`src/rtl/core/ctib_pkg.sv`:
```
`timescale 1ns / 1ps
`default_nettype none

package ctib_pkg;

    localparam int MAX_DIM         = 4096;
    localparam int BYTES_PER_PIXEL = 4;
    localparam int BPP_BITS        = $clog2(BYTES_PER_PIXEL);

    localparam int DIM_W    = 13;
    localparam int WEIGHT_W = 7;
    localparam int BYTE_W   = 8;
    localparam int ROW_W    = 12;
    localparam int COL_W    = 14;
    localparam int CFG_ADDR_W = 3;
    localparam int PROD_W   = BYTE_W + WEIGHT_W;

    localparam logic [WEIGHT_W-1:0] WEIGHT_FULL = WEIGHT_W'(100);

    // x / 100 == (x * RECIP_100) >> DIV_SHIFT for every x below 25600
    localparam int DIV_SHIFT = 21;
    localparam logic [PROD_W-1:0] RECIP_100 = PROD_W'(20972);

    localparam logic [BYTE_W-1:0] EMPTY_BYTE = 8'hFF;
    localparam logic [BYTE_W-1:0] ALPHA_BYTE = 8'h00;

    localparam logic [CFG_ADDR_W-1:0] CFG_FIRST_HEIGHT  = 3'd0;
    localparam logic [CFG_ADDR_W-1:0] CFG_FIRST_WIDTH   = 3'd1;
    localparam logic [CFG_ADDR_W-1:0] CFG_SECOND_HEIGHT = 3'd2;
    localparam logic [CFG_ADDR_W-1:0] CFG_SECOND_WIDTH  = 3'd3;
    localparam logic [CFG_ADDR_W-1:0] CFG_WEIGHT        = 3'd4;

    typedef struct packed {
        logic [DIM_W-1:0] first_height;
        logic [DIM_W-1:0] first_width;
        logic [DIM_W-1:0] second_height;
        logic [DIM_W-1:0] second_width;
    } dims_t;

    typedef struct packed {
        logic use_first;
        logic use_second;
        logic alpha;
        logic last;
    } place_t;

    function automatic logic [DIM_W-1:0] clamp_dim(input logic [DIM_W-1:0] d);
        logic [DIM_W-1:0] r;
        r = d;
        if (d == '0) begin
            r = DIM_W'(1);
        end else if (d > DIM_W'(MAX_DIM)) begin
            r = DIM_W'(MAX_DIM);
        end
        return r;
    endfunction

endpackage

`default_nettype wire

```
`src/rtl/core/ctib_place.sv`:
```
`timescale 1ns / 1ps
`default_nettype none

module ctib_place (
    input  wire logic           aclk,
    input  wire logic           aresetn,
    input  wire ctib_pkg::dims_t dims,
    input  wire logic           advance,
    output ctib_pkg::place_t    place
);
    import ctib_pkg::*;

    logic [ROW_W-1:0] row_reg, row_next;
    logic [COL_W-1:0] col_reg, col_next;

    logic [DIM_W-1:0] h1, w1, h2, w2, hb, hs, wb, ws;
    logic             tall2, wide2;
    logic [DIM_W-1:0] h_diff, w_diff;
    logic [DIM_W:0]   h_sum, w_sum;
    logic [ROW_W-1:0] top_row;
    logic [DIM_W-1:0] bot_row;
    logic [ROW_W-1:0] w_diff_half;
    logic [DIM_W-1:0] w_sum_half;
    logic [COL_W-1:0] left_col;
    logic [COL_W:0]   right_col;
    logic [COL_W:0]   row_bytes;
    logic [DIM_W-1:0] row_inc;
    logic [COL_W:0]   col_inc;
    logic             in_v, in_h, row_end, col_end;
    logic             use1, use2;

    always_comb begin
        h1 = clamp_dim(dims.first_height);
        w1 = clamp_dim(dims.first_width);
        h2 = clamp_dim(dims.second_height);
        w2 = clamp_dim(dims.second_width);
        tall2 = h2 > h1;
        wide2 = w2 > w1;
        hb = tall2 ? h2 : h1;
        hs = tall2 ? h1 : h2;
        wb = wide2 ? w2 : w1;
        ws = wide2 ? w1 : w2;

        h_diff = hb - hs;
        w_diff = wb - ws;
        h_sum  = {1'b0, hb} + {1'b0, hs};
        w_sum  = {1'b0, wb} + {1'b0, ws};
        top_row     = h_diff[DIM_W-1:1];
        bot_row     = h_sum[DIM_W:1];
        w_diff_half = w_diff[DIM_W-1:1];
        w_sum_half  = w_sum[DIM_W:1];
        left_col  = COL_W'({w_diff_half, {BPP_BITS{1'b0}}});
        right_col = (COL_W+1)'({w_sum_half, {BPP_BITS{1'b0}}});
        row_bytes = (COL_W+1)'({wb, {BPP_BITS{1'b0}}});

        row_inc = {1'b0, row_reg} + DIM_W'(1);
        col_inc = {1'b0, col_reg} + (COL_W+1)'(1);

        in_v = (row_reg >= top_row) && ({1'b0, row_reg} < bot_row);
        in_h = (col_reg >= left_col) && ({1'b0, col_reg} < right_col);
        row_end = row_inc >= hb;
        col_end = col_inc >= row_bytes;

        use1 = 1'b0;
        use2 = 1'b0;
        if (in_v && in_h) begin
            use1 = 1'b1;
            use2 = 1'b1;
        end else if (in_v) begin
            use1 = !wide2;
            use2 = wide2;
        end else if (in_h) begin
            use1 = !tall2;
            use2 = tall2;
        end else if (tall2 == wide2) begin
            use1 = !tall2;
            use2 = tall2;
        end

        place.use_first  = use1;
        place.use_second = use2;
        place.alpha      = col_reg[BPP_BITS-1:0] == BPP_BITS'(BYTES_PER_PIXEL - 1);
        place.last       = row_end && col_end;

        row_next = row_reg;
        col_next = col_inc[COL_W-1:0];
        if (col_end) begin
            col_next = '0;
            row_next = row_end ? '0 : row_inc[ROW_W-1:0];
        end
    end

    always_ff @(posedge aclk) begin
        if (!aresetn) begin
            row_reg <= '0;
            col_reg <= '0;
        end else if (advance) begin
            row_reg <= row_next;
            col_reg <= col_next;
        end
    end

endmodule

`default_nettype wire

```
`src/rtl/core/ctib_blend.sv`:
```
`timescale 1ns / 1ps
`default_nettype none

module ctib_blend (
    input  wire logic                          aclk,
    input  wire logic                          aresetn,
    input  wire logic [ctib_pkg::WEIGHT_W-1:0] weight,
    input  wire logic                          in_valid,
    output logic                               in_ready,
    input  wire logic [ctib_pkg::BYTE_W-1:0]   first_byte,
    input  wire logic [ctib_pkg::BYTE_W-1:0]   second_byte,
    input  wire ctib_pkg::place_t              place,
    output logic                               out_valid,
    input  wire logic                          out_ready,
    output logic [ctib_pkg::BYTE_W-1:0]        out_byte,
    output ctib_pkg::place_t                   out_place
);
    import ctib_pkg::*;

    logic                st1_valid_reg;
    logic [PROD_W-1:0]   prod_a_reg, prod_b_reg;
    logic [BYTE_W-1:0]   a_reg;
    place_t              st1_place_reg;

    logic                out_valid_reg;
    logic [BYTE_W-1:0]   out_byte_reg, out_byte_next;
    place_t              out_place_reg;

    logic [WEIGHT_W-1:0] wt, wt_inv;
    logic [PROD_W-1:0]   prod_a_next, prod_b_next;
    logic [2*PROD_W-1:0] scaled_a, scaled_b;
    logic [BYTE_W-1:0]   q_a, q_b;
    logic [BYTE_W:0]     q_sum;
    logic                out_advance, st1_ready;

    assign out_advance = !out_valid_reg || out_ready;
    assign st1_ready   = !st1_valid_reg || out_advance;
    assign in_ready    = st1_ready;

    always_comb begin
        wt = (weight > WEIGHT_FULL) ? WEIGHT_FULL : weight;
        wt_inv = WEIGHT_FULL - wt;
        prod_a_next = PROD_W'(first_byte) * PROD_W'(wt);
        prod_b_next = PROD_W'(second_byte) * PROD_W'(wt_inv);
    end

    always_comb begin
        scaled_a = (2*PROD_W)'(prod_a_reg) * (2*PROD_W)'(RECIP_100);
        scaled_b = (2*PROD_W)'(prod_b_reg) * (2*PROD_W)'(RECIP_100);
        q_a = scaled_a[DIV_SHIFT +: BYTE_W];
        q_b = scaled_b[DIV_SHIFT +: BYTE_W];
        q_sum = {1'b0, q_a} + {1'b0, q_b};
        if (st1_place_reg.alpha) begin
            out_byte_next = ALPHA_BYTE;
        end else if (st1_place_reg.use_first && st1_place_reg.use_second) begin
            out_byte_next = q_sum[BYTE_W-1:0];
        end else if (st1_place_reg.use_first) begin
            out_byte_next = a_reg;
        end else if (st1_place_reg.use_second) begin
            out_byte_next = q_b;
        end else begin
            out_byte_next = EMPTY_BYTE;
        end
    end

    always_ff @(posedge aclk) begin
        if (!aresetn) begin
            st1_valid_reg <= 1'b0;
            out_valid_reg <= 1'b0;
        end else begin
            if (st1_ready) begin
                st1_valid_reg <= in_valid;
            end
            if (out_advance) begin
                out_valid_reg <= st1_valid_reg;
            end
        end
    end

    always_ff @(posedge aclk) begin
        if (in_valid && st1_ready) begin
            prod_a_reg    <= prod_a_next;
            prod_b_reg    <= prod_b_next;
            a_reg         <= first_byte;
            st1_place_reg <= place;
        end
        if (out_advance && st1_valid_reg) begin
            out_byte_reg  <= out_byte_next;
            out_place_reg <= st1_place_reg;
        end
    end

    assign out_valid = out_valid_reg;
    assign out_byte  = out_byte_reg;
    assign out_place = out_place_reg;

endmodule

`default_nettype wire

```
`src/rtl/core/centered_two_image_blend_top.sv`:
```
`timescale 1ns / 1ps
`default_nettype none

// channel   | direction | payload
// ----------+-----------+-------------------------------------------------
// s_axis    | in        | tdata: first_byte, second_byte
// m_axis    | out       | tdata: out_byte; tuser: take_first, take_second;
//           |           | tlast: last_byte
// cfg       | in        | write only: cfg_we, cfg_index, cfg_data
//
// one byte per cycle sustained while m_axis does not stall; each accepted
// transaction reaches m_axis through a product stage (byte times weight)
// then a divide by 100 stage (reciprocal multiply) feeding the output register
// aresetn clears the row and column counters, the pipeline valids and the
// configuration to its defaults
// a stall on m_axis holds the output register; s_tready stays high while the
// product stage is empty or can move forward

module centered_two_image_blend_top (
    input  wire logic                            aclk,
    input  wire logic                            aresetn,
    input  wire logic                            s_tvalid,
    output logic                                 s_tready,
    input  wire logic [15:0]                     s_tdata,   // first_byte, second_byte
    output logic                                 m_tvalid,
    input  wire logic                            m_tready,
    output logic [7:0]                           m_tdata,   // out_byte
    output logic [1:0]                           m_tuser,   // take_first, take_second
    output logic                                 m_tlast,
    input  wire logic                            cfg_we,
    input  wire logic [ctib_pkg::CFG_ADDR_W-1:0] cfg_index,
    input  wire logic [ctib_pkg::DIM_W-1:0]      cfg_data
);
    import ctib_pkg::*;

    dims_t               dims_reg;
    logic [WEIGHT_W-1:0] weight_reg;
    place_t              place;
    place_t              out_place;
    logic [BYTE_W-1:0]   out_byte;
    logic                s_accept;

    always_ff @(posedge aclk) begin
        if (!aresetn) begin
            dims_reg.first_height  <= DIM_W'(1);
            dims_reg.first_width   <= DIM_W'(1);
            dims_reg.second_height <= DIM_W'(1);
            dims_reg.second_width  <= DIM_W'(1);
            weight_reg             <= WEIGHT_W'(50);
        end else if (cfg_we) begin
            case (cfg_index)
                CFG_FIRST_HEIGHT:  dims_reg.first_height  <= cfg_data;
                CFG_FIRST_WIDTH:   dims_reg.first_width   <= cfg_data;
                CFG_SECOND_HEIGHT: dims_reg.second_height <= cfg_data;
                CFG_SECOND_WIDTH:  dims_reg.second_width  <= cfg_data;
                CFG_WEIGHT:        weight_reg             <= cfg_data[WEIGHT_W-1:0];
                default: begin
                end
            endcase
        end
    end

    assign s_accept = s_tvalid && s_tready;

    ctib_place u_place (
        .aclk    (aclk),
        .aresetn (aresetn),
        .dims    (dims_reg),
        .advance (s_accept),
        .place   (place)
    );

    ctib_blend u_blend (
        .aclk        (aclk),
        .aresetn     (aresetn),
        .weight      (weight_reg),
        .in_valid    (s_tvalid),
        .in_ready    (s_tready),
        .first_byte  (s_tdata[7:0]),
        .second_byte (s_tdata[15:8]),
        .place       (place),
        .out_valid   (m_tvalid),
        .out_ready   (m_tready),
        .out_byte    (out_byte),
        .out_place   (out_place)
    );

    assign m_tdata = out_byte;
    assign m_tuser = {out_place.use_second, out_place.use_first};
    assign m_tlast = out_place.last;

    // empty canvas area shows white or a zero alpha byte
    a_empty_value: assert property (@(posedge aclk) disable iff (!aresetn)
        (m_tvalid && !m_tuser[0] && !m_tuser[1]) |-> (m_tdata == EMPTY_BYTE
            || m_tdata == ALPHA_BYTE))
        else $error("empty area byte is not white or alpha");

    // m_tvalid is high once an accepted transaction has passed the product and output registers
    a_latency: assert property (@(posedge aclk) disable iff (!aresetn)
        s_accept |-> ##2 m_tvalid)
        else $error("result missing two cycles after accept");

endmodule

`default_nettype wire

```
`config.mk`:
```
export PLATFORM = sky130hd
export DESIGN_NAME = centered_two_image_blend_top
export DESIGN_NICKNAME = d
export VERILOG_FILES = /design/src/rtl/core/ctib_pkg.sv /design/src/rtl/core/ctib_place.sv /design/src/rtl/core/ctib_blend.sv /design/src/rtl/core/centered_two_image_blend_top.sv
export SDC_FILE = /design/constraint.sdc
export NUM_CORES = 1
export LEC_CHECK = 0
export BUFFER_PORTS_ARGS = -buffer_cell sky130_fd_sc_hd__buf_2
export CORE_ASPECT_RATIO = 2
export CORE_UTILIZATION = 58
export DETAILED_ROUTE_END_ITERATION = 8
export PLACE_DENSITY = 0.75
export SLEW_MARGIN = 20
export SYNTH_ARGS = -nofsm -noshare
export SYNTH_HDL_FRONTEND = slang
export SYNTH_SLANG_ARGS = --single-unit
```
`constraint.sdc`:
```
create_clock -name aclk -period 8.1 [get_ports aclk]
set_input_delay 0.405 -clock aclk [delete_from_list [all_inputs] [get_ports aclk]]
set_output_delay 0.405 -clock aclk [all_outputs]
set_load 0.02 [all_outputs]
```
== Word-level counts from Yosys, hierarchy flattened ==
Index checks and enable logic that the tools add are counted.
Storage, ports and cells
  memories: 0
  bits in writable memories: 0
  ROM bits: 0
  input bits: 37
  latch bits: 0
  word-level logic and storage cells: 99
  register bits: 140
Cells by class
  divide/modulo/power cells: 0
  shifts and indexed selects: 0
  reduce and logical (&&, ||, !) cells: 24
  $mul: 4
  multiplexer cells: 24
  equal/unequal tests: 6
  $add $sub $neg: 8
  magnitude comparators: 13
  bitwise gates (word level): 0
Operators with widths (count)
  2-to-1 mux 13 bit: 12
  multiplier 15 x 13 -> 27 bit, second input constant: 2
  greater-than comparator 13 bit, second input constant: 4
  zero test 13 bit: 4
  multiplier 8 x 7 -> 15 bit: 2
  adder 13 x 13 -> 14 bit: 2
  greater-than comparator 13 bit: 2
  subtractor 13 bit: 2
  2-to-1 mux 8 bit: 3
  adder 14 x 1 -> 15 bit, second input constant: 1
  >= comparator 15 bit: 1
  < comparator 14 x 15 -> 1 bit: 1
  >= comparator 14 bit: 1
  2-to-1 mux 14 bit: 1
  adder 12 x 1 -> 13 bit, second input constant: 1
  >= comparator 13 bit: 1
  < comparator 12 x 13 -> 1 bit: 1
  >= comparator 12 bit: 1
  2-to-1 mux 12 bit: 1
  AND reduction 2 bit: 6
  adder 8 bit: 1
  greater-than comparator 7 bit, second input constant: 1
  logical AND 1 bit: 7
  2-to-1 mux 7 bit: 1
  other kinds (10): 20

== Longest topological paths before layout ==
  word-level depth: 10
  gate-level depth with buffers: 32
  gate-level depth less buffers: 32

== Modules after synthesis ==
A second synthesis with hierarchy kept.
Unflattened totals
  cells, all modules: 2394
  area, all modules: 21729.6 um2
By module, submodules not included
  ctib_blend: cells an instance 1260, instances 1, seq. area each 1661.6 um2, area each 12737.2 um2
  ctib_place: cells an instance 918, instances 1, seq. area each 520.5 um2, area each 6762.7 um2
  centered_two_image_blend_top: cells an instance 216, instances 1, seq. area each 1181.1 um2, area each 2229.6 um2

== Worst setup path before layout ==
No wires, ideal clock.
  path kind: register to register
  start: reg u_blend.prod_b_reg[8]
  end: reg u_blend.out_byte_reg[7], in the netlist u_blend.out_byte[7], data pin
  setup slack: 1540 ps
  clock period less this slack: 6560 ps
  library setup time: 180 ps
  stages on the path, launching flop included: 30
  arrival time: 6380 ps
  path buffers: 0
  cell sequence: edfxtp_1 ha_1 inv_1 fa_1 inv_1 fa_1 inv_1 fa_1 fa_1 inv_1 ha_1 a21o_1 a221oi_1 o21ai_0 o21a_1 o21ai_0 a21oi_1 nor2_1 xnor2_1 ha_1 a21o_1 a21oi_1 nor2b_1 o21a_1 nor4_1 nor3_1 xnor2_1 xnor2_1 a31o_1 a221oi_1
On the way
  cells in the longest elaborated chain, start to end: 4
  elaborated cells on any way between the ends: 5
  classes of those cells: 1 x add/sub; 1 x mul; 3 x mux
Ends and longest elaborated chain
  start: declaration: line ctib_blend.sv:21  | logic [PROD_W-1:0] prod_a_reg, prod_b_reg;
  start signal: assignment: line ctib_blend.sv:83  | prod_b_reg <= prod_b_next;
  multiplier 15 x 13 -> 27 bit *: line ctib_blend.sv:49  | scaled_b = (2*PROD_W)'(prod_b_reg) * (2*PROD_W)'(RECIP_100);
  branches (longest 2 deep; another with adder 8 bit)
  2-to-1 mux 8 bit *: line ctib_blend.sv:55  | end else if (st1_place_reg.use_first && st1_place_reg.use_second) begin
  end signal: assignment: line ctib_blend.sv:88  | out_byte_reg <= out_byte_next;
  end: declaration: line ctib_blend.sv:26  | logic [BYTE_W-1:0] out_byte_reg, out_byte_next;
Mark *: on every way between the ends.
A chain may end at the register's enable or synchronous reset.

== Worst setup path after layout ==
Ends and elaborated chain as after synthesis.

==> summary.md <==
| Metric | Value |
|---|---|
| 1st-iter DRT viols | 756 |
| Hold/Removal Path Class | in2reg |
| Core area | between 0.03 and 0.04 mm2 |
| WL final | 57,100 um |
| Critical path's largest stage delay | 550 ps |
| Ys async rst share | 0% |
| Wirelength per Cell | 19.8 um |
| Most frequent cells in the layout | 399 x ha_1, 383 x inv_1, 286 x nand2_1 |
| Hold buffers post-CTS | 0 |
| Post-route cell area | ~0.022 mm2 |
| Slew Limit Fails | 0 |
| Crit path max fanout | 6 |
| Cts repair resizes | 0 |
| Initial Util | between 50% and 60% |
| Layout fillers | about 3,100 |
| Crit path arrival time | 7420 ps |
| Min cycle time layout | between 7000 and 8000 ps |
| Vias in the first global route | 18,358 |
| Worst EP required | 8360 ps |
| Row count | 98 |
| Post-synth EDFFs | 53 |
| Clock transition at path regs | ~70 ps |
| Die Area | 0.0375 mm2 |
| TritonCTS Sinks | 140 |
| Nets | approximately 3,100 |
| Clk_lat worst skew | 450 ps |
| Post-CTS Setup Bufs | 0 |
| DRC | 0 |
| Cells after Synth | approximately 2,400 |
| GP Congestion | approximately 1 |
| Syn nets | roughly 3,000 |
| Hold Path Stages | 3 |
| Pre-Repair DR Iteration Count | 5 |
| Register area | between 0.003 and 0.004 mm2 |
| H-Tree Depth | 4 |
| Max reg flops | 52 |
| Post-Syn Area | approximately 0.021 mm2 |
| Status | complete, no violations |
| RSZ-0062 raised after global routing | no |
| Die Y | about 270 um |
| TritonCTS clock tree | done |
| Final Cycle Share | slightly below 90% |
| Post-Route Setup TNS | 0 ps |
| Main flop type after synthesis | dfxtp_1 |
| Largest net degree at the start of global routing | 85 |
| Max Freq | 140 MHz |
| Post-detailed-route count of antenna-violating nets | 0 |
| Global-route wire length before repair | 90,700 um |
| Endpoints failing hold | 0 |
| CP endpoint kind | flop |
| Clk root buf | clkbuf_16 |
| Vias | 17,139 |
| Worst Reg-to-Reg Cells | 29 |
| Total congestion overflow | 0 |
| Antenna violations before repair | 1 |
| Clock Path Buffers | 2 |
| Boundary pin count | 50 |
| Dpl hpwl | between 40,000 and 50,000 um |
| Fin Clk Skew | around 11 ps |
| Port bufs | a little under 50 |
| Seq cells post-synth | 140 |
| YS warnings | 0 |
| Synth area leaders | ha_1 23%, fa_1 19%, dfxtp_1 8.2% |
| Number of distinct library cells after synthesis | 85 |
| Multi-input combinational cell area | roughly 0.016 mm2 |
| DP Area | around 0.022 mm2 |
| Syn avg cell area | roughly 8.8 um2 |
| Worst-margin pin slew | 1040 ps |
| Final core occ | between 60 and 70% |
| Sequential-to-total area share from yosys stat | between 10% and 20% |
| Cell accounting for the most synthesized area | ha_1 |
| CP Launch Type | flop |
| Cts bufs inserted | 17 |
| CP Class | reg2reg |
| P&R area growth vs syn | 5.37% |
| Global-route usage over all layers | about a third |
| Die width | between 100 and 150 um |
| Setup violations, final | 0 |
| Maxcap violations | 0 |
| Yosys top cell area share | 23.5% |
| Slew HR | between 30% and 40% |
| Slowest CP cell | fa_1 |
| Layout cells sized above 1 | 4.84% |
| Commonest non-fill, non-tap cell in the layout | ha_1 |
| Via-to-Cell Ratio | 5.93 |
-- kinds of logic (layout without fill, tap and decap cells) --
group / after synthesis / after routing / synth area share (%)
other: 0 / 1 / 0
xor gates and xnor gates: 119 / 119 / 4.90
DFF: 140 / 140 / 15.7
and+or+nand+nor: 675 / 675 / 15.2
muxes: 6 / 6 / 0.282
AOI/OAI and AO/OA: 430 / 430 / 13.8
buffers and inverters: 449 / 473 / 8.12
adders and majority gates: 596 / 596 / 42.0
-- through the flow --
| stage | setup slack, ps | std cells | hold WS (ps) |
|---|---|---|---|
| final | 937 | 2890 | 219 |
| after detailed placement | 981 | 2858 | 405 |
| after global placement | 1130 | 2858 | 409 |
| after CTS | 971 | 2889 | 201 |
| after global routing | 501 | 2890 | 250 |
| after floorplan | 1540 | 2415 | 400 |
-- worst paths after layout --
check | start | to | slack [ps]
max | u_blend.prod_b_reg[8]$_DFFE_PP_ | u_blend.out_byte[7]$_SDFFCE_PP0P_ | 940
min | s_tvalid | u_blend.st1_valid_reg$_SDFFE_PN0N_ | 220
max reg2reg | u_blend.prod_b_reg[8]$_DFFE_PP_ | u_blend.out_byte[7]$_SDFFCE_PP0P_ | 940
min reg2reg | u_blend.st1_place_reg[0]$_DFFE_PP_ | u_blend.out_place[0]$_DFFE_PP_ | 420
-- cell usage after synthesis, drive strengths merged, types with 3 or more instances --
library cell  number
ha               399
inv              384
nand2            287
fa               197
nor2             108
a21oi             91
dfxtp             87
xnor2             86
o21ai             84
a21boi            69
edfxtp            53
and2              50
clkbuf            44
nor3              44
nor2b             43
xor2              33
nand3             32
o21a              30
a21o              28
and3              27
nand2b            21
buf               20
o21bai            20
a211oi            18
nor4              16
nand3b            12
a31oi             11
nand4             11
or3               10
o211ai             9
o22ai              7
a2111oi            6
a221oi             6
mux2i              6
a22o               5
or2                5
a211o              4
a2bb2oi            4
a311oi             3
and4               3
o31ai              3
o41a               3
-- routing by layer --
layer	wire length, um	vias up	track usage, %
met5	0	-	0
met4	6360	0	32.3
met3	1820	311	5.03
met2	31700	505	61.3
met1	17200	8253	26.1
li1	-	8070	-
-- area by class of cell --
cell class | instances | area share, %
Inverter | 385 | 6.45
Tap cell | 450 | 2.51
Multi-Input combinational cell | 1826 | 72.3
Antenna cell | 1 | 0.0112
Sequential cell | 140 | 14.9
Clock inverter | 14 | 0.570
Clock buffer | 17 | 1.90
Timing Repair Buffer | 57 | 1.36
-- worst max-delay path: cells and delay by family (launching register included) --
| family | cells | cell delay [ps] |
|---|---|---|
| adders and majority gates | 7 | 2960 |
| AOI/OAI and AO/OA | 11 | 2160 |
| xor gates and xnor gates | 3 | 660 |
| DFF | 1 | 520 |
| and+or+nand+nor | 4 | 490 |
| buffers and inverters | 4 | 200 |
Power is not shown: default switching activity piles up to over one toggle a cycle in this logic, so the estimate is an artifact.
